[config.mk]
export PLATFORM = sky130hd
export DESIGN_NAME = slab_slot_allocator
export DESIGN_NICKNAME = d
export VERILOG_FILES = /design/src/rtl/ssa_pkg.sv /design/src/rtl/slab_slot_allocator.sv
export SDC_FILE = /design/constraint.sdc
export NUM_CORES = 1
export LEC_CHECK = 0
export ABC_AREA = 1
export BUFFER_PORTS_ARGS = -buffer_cell sky130_fd_sc_hd__buf_2
export CORE_MARGIN = 8
export CORE_UTILIZATION = 40
export CTS_CLUSTER_DIAMETER = 100
export DETAILED_ROUTE_END_ITERATION = 8
export PLACE_DENSITY = 0.68
export SLEW_MARGIN = 15
export SYNTH_ARGS = -nofsm -noshare
export SYNTH_HDL_FRONTEND = slang
export SYNTH_SLANG_ARGS = --single-unit
[constraint.sdc]
create_clock -name clk -period 7.9 [get_ports clk]
set_clock_uncertainty 0.1 [all_clocks]
set_input_delay 0.395 -clock clk [delete_from_list [all_inputs] [get_ports clk]]
set_output_delay 0.395 -clock clk [all_outputs]
set_load 0.02 [all_outputs]
[src/rtl/ssa_pkg.sv]
// shared types, codes and reset constants of the slab slot allocator
package ssa_pkg;

  // default for the largest number of slots
  localparam int DEFAULT_MAX_SLOTS = 64;

  // register reset values
  localparam logic [31:0] RESET_BASE_ADDRESS = 32'd4096;
  localparam logic [15:0] RESET_SLOT_SIZE    = 16'd64;
  localparam int          RESET_SLOT_COUNT   = 64;

  // configuration register indexes
  localparam logic [1:0] CFG_BASE_ADDRESS = 2'd0;
  localparam logic [1:0] CFG_SLOT_SIZE    = 2'd1;
  localparam logic [1:0] CFG_SLOT_COUNT   = 2'd2;

  // request kinds
  typedef enum logic {
    ACT_ALLOC   = 1'b0,
    ACT_RELEASE = 1'b1
  } action_t;

  // result status codes
  typedef enum logic [1:0] {
    ST_OK           = 2'd0,
    ST_FULL         = 2'd1,
    ST_NOT_IN_SLAB  = 2'd2,
    ST_ALREADY_FREE = 2'd3
  } status_t;

  // sequencer states
  typedef enum logic [1:0] {
    S_IDLE,
    S_SCAN,
    S_DIV,
    S_CHECK
  } state_t;

  // request word
  typedef struct packed {
    action_t     action;
    logic [31:0] address;
  } req_t;

  // result word
  typedef struct packed {
    logic [31:0] slot_address;
    status_t     status;
    logic [6:0]  free_count;
  } rsp_t;

endpackage

[src/rtl/slab_slot_allocator.sv]
// slab slot allocator: free-bit scan and offset division on one shared add/subtract unit
// allocate scans upward from slot 0 for the lowest free slot and reports full if none is left;
// release divides the offset by the slot size; null and out-of-slab addresses report not in slab
// one word in work at a time, the next accepted the cycle after the result loads, and a word
// in work is also held back while the result side stalls
// reset: configuration registers take their defaults and every free bit is set at once, no clearing pass
module slab_slot_allocator #(
  parameter int MAX_SLOTS = ssa_pkg::DEFAULT_MAX_SLOTS
) (
  input  logic          clk,
  input  logic          rst,
  input  logic          cfg_write,
  input  logic [1:0]    cfg_index,
  input  logic [31:0]   cfg_data,
  input  logic          req_valid,
  output logic          req_stall,
  input  ssa_pkg::req_t req,
  output logic          rsp_valid,
  input  logic          rsp_stall,
  output ssa_pkg::rsp_t rsp
);

  // slots reachable through the 7-bit slot count
  localparam int ENTRIES   = (MAX_SLOTS < 127) ? MAX_SLOTS : 127;
  localparam int CW        = $clog2(ENTRIES + 1);
  localparam int IW        = $clog2(ENTRIES);
  localparam int RESET_EFF =
    (MAX_SLOTS < ssa_pkg::RESET_SLOT_COUNT) ? MAX_SLOTS : ssa_pkg::RESET_SLOT_COUNT;

  // configuration
  logic [31:0] base_address;
  logic [15:0] slot_size;
  logic [CW-1:0] eff_count;

  // slab state
  logic [ENTRIES-1:0] free_bits, free_bits_next;
  logic [CW-1:0]      free_slots, free_slots_next;

  // sequencer and work registers
  ssa_pkg::state_t state, state_next;
  logic [31:0]     work, work_next;
  logic [CW-1:0]   count, count_next;
  logic            null_addr, null_addr_next;

  // result load
  logic             load_out;
  logic             out_free;
  logic [31:0]      res_addr;
  ssa_pkg::status_t res_status;

  // shared add/subtract unit
  logic [31:0] unit_a, unit_b, unit_sum;
  logic        unit_sub, unit_carry;

  assign {unit_carry, unit_sum} = {1'b0, unit_a} + {1'b0, unit_sub ? ~unit_b : unit_b}
                                  + {32'd0, unit_sub};

  assign out_free  = !rsp_valid || !rsp_stall;
  assign req_stall = (state != ssa_pkg::S_IDLE);

  // state register
  always_ff @(posedge clk) begin
    if (rst) begin
      state <= ssa_pkg::S_IDLE;
    end else begin
      state <= state_next;
    end
  end

  // next state, unit operands and result
  always_comb begin
    state_next      = state;
    work_next       = work;
    count_next      = count;
    null_addr_next  = null_addr;
    free_bits_next  = free_bits;
    free_slots_next = free_slots;
    load_out        = 1'b0;
    res_addr        = 32'd0;
    res_status      = ssa_pkg::ST_OK;
    unit_a          = work;
    unit_b          = {16'd0, slot_size};
    unit_sub        = 1'b0;
    unique case (state)
      ssa_pkg::S_IDLE: begin
        if (req_valid) begin
          count_next = '0;
          if (req.action == ssa_pkg::ACT_RELEASE) begin
            // offset of the address from the slab base
            unit_a         = req.address;
            unit_b         = base_address;
            unit_sub       = 1'b1;
            work_next      = unit_sum;
            null_addr_next = (req.address == 32'd0);
            state_next     = ssa_pkg::S_DIV;
          end else begin
            work_next  = base_address;
            state_next = ssa_pkg::S_SCAN;
          end
        end
      end
      ssa_pkg::S_SCAN: begin
        // one free bit a cycle, slot address accumulated alongside
        if (free_slots == '0 || count == eff_count) begin
          if (out_free) begin
            load_out   = 1'b1;
            res_status = ssa_pkg::ST_FULL;
            state_next = ssa_pkg::S_IDLE;
          end
        end else if (free_bits[count[IW-1:0]]) begin
          if (out_free) begin
            load_out                         = 1'b1;
            res_addr                         = work;
            free_bits_next[count[IW-1:0]]    = 1'b0;
            free_slots_next                  = free_slots - CW'(1);
            state_next                       = ssa_pkg::S_IDLE;
          end
        end else begin
          work_next  = unit_sum;
          count_next = count + CW'(1);
        end
      end
      ssa_pkg::S_DIV: begin
        // repeated subtraction of the slot size, bounded by the slot count
        if (null_addr || count == eff_count) begin
          if (out_free) begin
            load_out   = 1'b1;
            res_status = ssa_pkg::ST_NOT_IN_SLAB;
            state_next = ssa_pkg::S_IDLE;
          end
        end else begin
          unit_sub = 1'b1;
          if (!unit_carry) begin
            state_next = ssa_pkg::S_CHECK;
          end else begin
            work_next  = unit_sum;
            count_next = count + CW'(1);
          end
        end
      end
      ssa_pkg::S_CHECK: begin
        // free the slot unless it is free already
        if (out_free) begin
          load_out   = 1'b1;
          state_next = ssa_pkg::S_IDLE;
          if (free_bits[count[IW-1:0]]) begin
            res_status = ssa_pkg::ST_ALREADY_FREE;
          end else begin
            free_bits_next[count[IW-1:0]] = 1'b1;
            free_slots_next               = free_slots + CW'(1);
          end
        end
      end
      default: begin
        state_next = ssa_pkg::S_IDLE;
      end
    endcase
  end

  // configuration and slab state
  always_ff @(posedge clk) begin
    if (rst) begin
      base_address <= ssa_pkg::RESET_BASE_ADDRESS;
      slot_size    <= ssa_pkg::RESET_SLOT_SIZE;
      eff_count    <= CW'(RESET_EFF);
      free_bits    <= '1;
      free_slots   <= CW'(RESET_EFF);
    end else if (cfg_write && cfg_index == ssa_pkg::CFG_SLOT_COUNT) begin
      // new count saturated to the slot maximum, slab reinitialised
      if ({25'd0, cfg_data[6:0]} > 32'(MAX_SLOTS)) begin
        eff_count  <= CW'(ENTRIES);
        free_slots <= CW'(ENTRIES);
      end else begin
        eff_count  <= CW'(cfg_data[6:0]);
        free_slots <= CW'(cfg_data[6:0]);
      end
      free_bits <= '1;
    end else begin
      free_bits  <= free_bits_next;
      free_slots <= free_slots_next;
      if (cfg_write) begin
        unique case (cfg_index)
          ssa_pkg::CFG_BASE_ADDRESS: base_address <= cfg_data;
          ssa_pkg::CFG_SLOT_SIZE:    slot_size    <= cfg_data[15:0];
          default: ;
        endcase
      end
    end
  end

  // work registers
  always_ff @(posedge clk) begin
    work      <= work_next;
    count     <= count_next;
    null_addr <= null_addr_next;
  end

  // output register
  always_ff @(posedge clk) begin
    if (rst) begin
      rsp_valid <= 1'b0;
    end else if (load_out) begin
      rsp_valid <= 1'b1;
    end else if (!rsp_stall) begin
      rsp_valid <= 1'b0;
    end
  end

  always_ff @(posedge clk) begin
    if (load_out) begin
      rsp.slot_address <= res_addr;
      rsp.status       <= res_status;
      rsp.free_count   <= 7'(free_slots_next);
    end
  end

`ifndef SYNTHESIS
  // a waiting result is never overwritten
  a_no_overwrite: assert property (@(posedge clk) disable iff (rst)
    rsp_valid && rsp_stall |-> !load_out)
    else $error("result register loaded while a word waits");

  // full is only reported by the scan
  a_full_from_scan: assert property (@(posedge clk) disable iff (rst)
    load_out && res_status == ssa_pkg::ST_FULL |-> state == ssa_pkg::S_SCAN)
    else $error("full status outside the scan");

  // a granted slot is marked used
  a_alloc_marks: assert property (@(posedge clk) disable iff (rst)
    load_out && state == ssa_pkg::S_SCAN && res_status == ssa_pkg::ST_OK && !cfg_write
    |=> !free_bits[$past(count[IW-1:0])])
    else $error("allocated slot still marked free");

  // a good release adds one free slot
  a_release_counts: assert property (@(posedge clk) disable iff (rst)
    load_out && state == ssa_pkg::S_CHECK && res_status == ssa_pkg::ST_OK && !cfg_write
    |=> free_slots == $past(free_slots) + CW'(1))
    else $error("free count not raised on release");
`endif

endmodule
==> run metrics, run 1 <==
status=finished, final reports clean; share of cells above drive strength 1=10.5%; most frequent cells in the layout=444 x nand2_1, 212 x nor2_1, 192 x nand3_1; Worst EP arrival=6.13 ns; GR Util All Layers=18.9%; leading area contributor after synthesis=dfxtp_1; Die W=192 um; Leak Pwr=6.35 nW; die area=0.0368 mm2; Routed Wire Length=36000 um; total power=6.17 mW; syn avg cell area=7.03 um2; Root Buffer=clkbuf_16; Final HPWL DP=25500 um; post-CTS setup buffer count=0; power density over the cells=441 mW/mm2; Initial DRC Count=868; Remaining Overflow, GRT=0; multiplexer area fraction after synthesis=0.0809%; Worst Setup End Kind=flip-flop; Post-Syn Instances=1759; Max-slew headroom=32.7%; vias per inst=5.21; IO Pins=115; CTS tree=yes; Syn-to-layout area delta=13.0%; measured slew at the worst slew-check pin=1.01 ns; vias in the first global route=10956; post-synthesis cell type count=43; RSZ-0062 raised after global routing=false; TritonCTS Buffers=25; Post-Synth Simple-Gate Area=31.4%; post-layout util=45.8%; most common cell after layout, fill and taps aside=nand2_1; worst skew pair latency=0.55 ns; DR WL/cell=16.0 um; CTS clk-pin slew, worst paths=0.06 ns; syn_nets=1870; post-synthesis compound-gate area fraction=12.6%; fillers=3176; Tmin final=6.02 ns; max-cap viol count=0; multi-input combinational cell area=0.00626 mm2; CP Launch Type=flip-flop; Placeable Area=0.0305 mm2; data required time of the worst path=8.01 ns; final setup vio count=0; HP Class=in2reg; remaining antenna violation count=0; Max IR drop VDD=329 uV; register area share after synthesis=40.6%; crit share post-route=76.2%; Slew Limit Fails=0; global placement routability congestion=0.911; CTS Buffer Depth=3; # DRC=0; largest cells by area after synthesis=dfxtp_1 21%, edfxtp_1 20%, nand2_1 13%; initial antenna violation count=1; Crit Path Class=reg2reg; nets=1944; Synth Warn #=0; IO Port Bufs=114; setup_tns=0 ns; main combinational cell family by area after synthesis=simple AND/OR/NAND/NOR gates; Peak Freq=166 MHz; Vert. Die Dim=192 um; DRT Pass-1 Iters=7; largest net degree at the start of global routing=129; Final Hold Viols=0; first-pass GRT wire length=56600 um; Register Area=0.00501 mm2; CTS sink count=210; via count=11725; post-synthesis adder-cell area fraction=4.01%; synthesized area=0.0124 mm2; num rows=64; #FFs+latches synth=210; Yosys top cell area share=20.9%; H-tree Lvls=1; CP max FO=25; initial core utilization=40.5%; Post-Synth XOR/XNOR Area=2.20%
[where the power goes]
group	switching [mW]	internal (mW)
clock	0.491	0.653
combinational	2.37	1.00
sequential	0.123	1.52
total	2.99	3.18
[cell type report]
cell class              count  share of cell area, %
clock inverters            20                   1.32
clock buffers              26                   4.50
repair buffers            128                   4.93
flip-flops and latches    210                   35.9
inverters                 186                   5.00
multi-input cells        1282                   44.8
well taps                 396                   3.54
diodes                      1                 0.0179
[synthesized netlist by cell type (all sizes together)]
cell     count
mux2i        1
a211oi       4
o22ai        3
xnor2       10
o21ai      150
a22oi        5
or4          1
and2         2
o211ai       3
nor4        14
nand2      444
a221oi      10
dfxtp      129
nand3      195
o2111ai      1
xor2        21
edfxtp      81
a21oi      105
clkbuf      54
o21a         3
nand4       17
o31ai        1
clkinv       2
a31oi        4
nand3b       1
a21o         2
nor2       218
ha          38
o311ai       1
fa           1
buf         27
nor3        21
inv        184
or2          6
[cell families after synthesis]
kind of cell / after synthesis
xor gates and xnor gates: 31
DFF: 210
buffers and inverters: 267
adders and majority gates: 39
and+or+nand+nor: 919
AOI/OAI and AO/OA: 292
muxes: 1
[repair_timing]
item	4_1_cts	5_1_grt
endpoints found under the hold margin	4	0
hold buffers	4	0
resized for setup	0	0
[through the flow]
step	cell area [um2]	hold slack (ns)	cells	worst slack, ns
2_1_floorplan	12400	0.325	1759	1.97
3_3_place_gp	13100	0.334	2198	2.08
3_5_place_dp	13100	0.341	2198	1.89
4_1_cts	14000	0.000139	2248	1.82
5_1_grt	14000	0.00533	2249	1.26
6_report	14000	0.0180	2249	1.88
[worst max-delay path: stages, from the launching register on]
cell and delay (ns):
edfxtp_1 0.74, inv_2 0.21, nand2_1 0.12, nand2_1 0.05
nand2_1 0.06, nor2_1 0.04, nand2_1 0.11, nand3_1 0.44
nand2_1 0.49, inv_2 0.32, a221oi_1 0.47, fa_1 0.30
nand3_1 0.08, nand2_1 0.10, nand3_1 0.07, nand2_1 0.17
a21oi_1 0.14, o21ai_0 0.35, nand4_1 0.24, a31oi_4 0.65
buf_4 0.43
[metal layers]
layer,GRT usage (%),part of all wire (%),vias to the layer above
li1,-,-,5957
met1,24.8,45,5381
met2,31.5,46,331
met3,2.58,6.3,56
met4,6.31,2.8,0
met5,0,0,-
[final timing paths]
kind	start	end	slack [ns]	cells past startpoint
min	cfg_data[30]	base_address[30]$_SDFFE_PP0P_	0.02	3
min reg2reg	slot_size[14]$_SDFFE_PP0P_	slot_size[14]$_SDFFE_PP0P_	0.35	2
max reg2reg	count[0]$_SDFFCE_PN0P_	work[29]$_DFFE_PP_	1.88	20
max	count[0]$_SDFFCE_PN0P_	work[29]$_DFFE_PP_	1.88	20
(Power assumes the default switching activity.)
==> run 2: changes to the inputs <==
==> constraint.sdc (replaced) <==
create_clock -name clk -period 6.1 [get_ports clk]
set_clock_uncertainty 0.1 [all_clocks]
set_input_delay 0.305 -clock clk [delete_from_list [all_inputs] [get_ports clk]]
set_output_delay 0.305 -clock clk [all_outputs]
set_load 0.02 [all_outputs]
==> run metrics, run 2 (synthesized netlist as in run 1, its figures left out) <==
Slew Limit Fails=0 (unchanged); Leak Pwr=6.51 nW (+2.4%); Remaining Overflow, GRT=0 (unchanged); status=finished, final reports clean; Final HPWL DP=26100 um (+2.1%); share of cells above drive strength 1=10.5% (about the same); Final Hold Viols=0 (unchanged); Internal=4.30 mW (+35%); crit share post-route=91.8% (+16 points); HP Class=in2reg; Vert. Die Dim=192 um (unchanged); Peak Freq=179 MHz (+7.6%); TritonCTS Buffers=25 (unchanged); Die W=192 um (unchanged); IO Pins=115 (unchanged); nets=1975 (+1.6%); RSZ-0062 raised after global routing=false; initial core utilization=40.5% (unchanged); Tmin final=5.60 ns (-0.424 ns); final hold slack=0.0386 ns (+0.0206 ns); CTS tree=yes; fin cells=2279 (+1.3%); power density over the cells=571 mW/mm2 (+29%); initial antenna violation count=1 (unchanged); Root Buffer=clkbuf_16; data required time of the worst path=6.24 ns (-1.77 ns); post-CTS setup buffer count=0 (unchanged); Flop pwr share=26.1% (-0.6 points); measured slew at the worst slew-check pin=1.17 ns (+0.159 ns); setup_tns=0 ns (unchanged); CTS sink count=210 (unchanged); global placement routability congestion=0.908 (-0.26%); Sw Share=47.5% (-0.95 points); CP peak stage delay=0.74 ns (about the same); CP max-delay cell=edfxtp_1; vias per inst=5.23 (+0.34%); largest net degree at the start of global routing=101 (-22%); first-pass GRT wire length=57600 um (+1.8%); combinational power share=54.6% (about the same); Max IR drop VDD=251 uV (-23%); post-route cell area=0.0143 mm2 (+2.6%); most frequent cells in the layout=444 x nand2_1, 212 x nor2_1, 192 x nand3_1; remaining antenna violation count=0 (unchanged); CP Launch Type=flip-flop; Placeable Area=0.0305 mm2 (unchanged); crit path buf inv count=3 (unchanged); Initial DRC Count=1043 (+20%); num rows=64 (unchanged); H-tree Lvls=1 (unchanged); critical path's most frequent cell=nand2_1; Worst EP arrival=5.74 ns (-0.39 ns); # DRC=0 (unchanged); final setup vio count=0 (unchanged); CTS Buffer Depth=3 (unchanged); IO Port Bufs=114 (unchanged); Worst Setup End Kind=flip-flop; Worst path top cell family by delay=compound AO/OA/AOI/OAI gates; DR WL/cell=16.0 um (about the same); GR Util All Layers=19.2% (+0.34 points); most common cell after layout, fill and taps aside=nand2_1; Syn-to-layout area delta=15.9%; Clock power frac=19.3% (+0.7 points); Max-slew headroom=22.0% (-11 points); die area=0.0368 mm2 (unchanged); CP max FO=25 (unchanged); fillers=3051 (-3.9%); via count=11922 (+1.7%); sw power=3.89 mW (+30%); DRT Pass-1 Iters=7 (unchanged); internal reg-to-reg setup slack=0.50 ns (-1.38 ns); vias in the first global route=10998 (+0.38%); post-placement cell count=2205 (+0.32%); CTS clk-pin slew, worst paths=0.06 ns (about the same); Crit Path Class=reg2reg; Placed Area=0.0132 mm2 (+0.50%); Routed Wire Length=36500 um (+1.4%); CP Cell Sequence=inv_2, nand2_1, nand2_1, nand2_1, nor2_1, nand2_1, nand3_1, nand2_1, inv_2, a221oi_1, fa_1, nand3_1, nand2_1, nand3_1, nand2_1, a21oi_1, o21ai_0, nand4_1, a31oi_4, buf_12; max-cap viol count=0 (unchanged); worst skew pair latency=0.54 ns (about the same)
-- run 2: per-layer routing --
layer,up-vias,track usage (%),wire length (um)
met5,-,0,0
met4,0,6.39,1090
met3,61,2.47,2320
met2,366,31.6,17000
met1,5470,25.7,16100
li1,6025,-,-
-- run 2: power by group through the flow --
stage | combinational [mW] | sequential [mW] | clock (mW)
final | 4.47 | 2.14 | 1.58
after global routing | 5.01 | 2.17 | 1.67
after CTS | 4.43 | 2.13 | 1.62
after detailed placement | 4.40 | 2.16 | 0
after global placement | 4.35 | 2.15 | 0
after floorplan | 3.29 | 2.20 | 0
-- run 2: final timing paths --
| kind | from | end | cells after the start |
|---|---|---|---|
| max | count[0]$_SDFFCE_PN0P_ | work[29]$_DFFE_PP_ | 20 |
| min | cfg_data[21] | base_address[21]$_SDFFE_PP0P_ | 3 |
| max reg2reg | count[0]$_SDFFCE_PN0P_ | work[29]$_DFFE_PP_ | 20 |
| min reg2reg | slot_size[14]$_SDFFE_PP0P_ | slot_size[14]$_SDFFE_PP0P_ | 2 |
-- run 2: through the flow --
step / util, % / total power, mW / setup WS [ns]
finish: 47.0 / 8.18 / 0.501
global route: 47.0 / 8.85 / 0.0669
CTS: 47.0 / 8.18 / 0.511
detailed placement: 43.2 / 6.57 / 0.540
global placement: 43.2 / 6.50 / 0.770
floorplan: - / 5.49 / 0.169
-- run 2: timing repair --
action                     in CTS  in global routing
resized for setup               0                  0
hold buffers                   28                  0
setup endpoints to repair       0                  0
hold endpoints to repair       38                  0
-- run 2: final cells by class --
type | instances | area, um2 | share of cell area [%]
Sequential cell | 210 | 5010 | 35.0
Multi-Input combinational cell | 1282 | 6260 | 43.7
Clock buffer | 26 | 629 | 4.39
Timing Repair Buffer | 159 | 991 | 6.91
Antenna cell | 1 | 2.50 | 0.0175
Clock inverter | 19 | 239 | 1.67
Tap cell | 396 | 495 | 3.46
Inverter | 186 | 698 | 4.87
-- run 2: worst register-to-register path, cell delays in order (launching register included) --
cell and delay, ns:
edfxtp_1 0.74, inv_2 0.22, nand2_1 0.12, nand2_1 0.05
nand2_1 0.06, nor2_1 0.04, nand2_1 0.10, nand3_1 0.10
nand2_1 0.34, inv_2 0.33, a221oi_1 0.51, fa_1 0.31
nand3_1 0.09, nand2_1 0.11, nand3_1 0.07, nand2_1 0.17
a21oi_1 0.15, o21ai_0 0.45, nand4_1 0.26, a31oi_4 0.69
buf_12 0.28
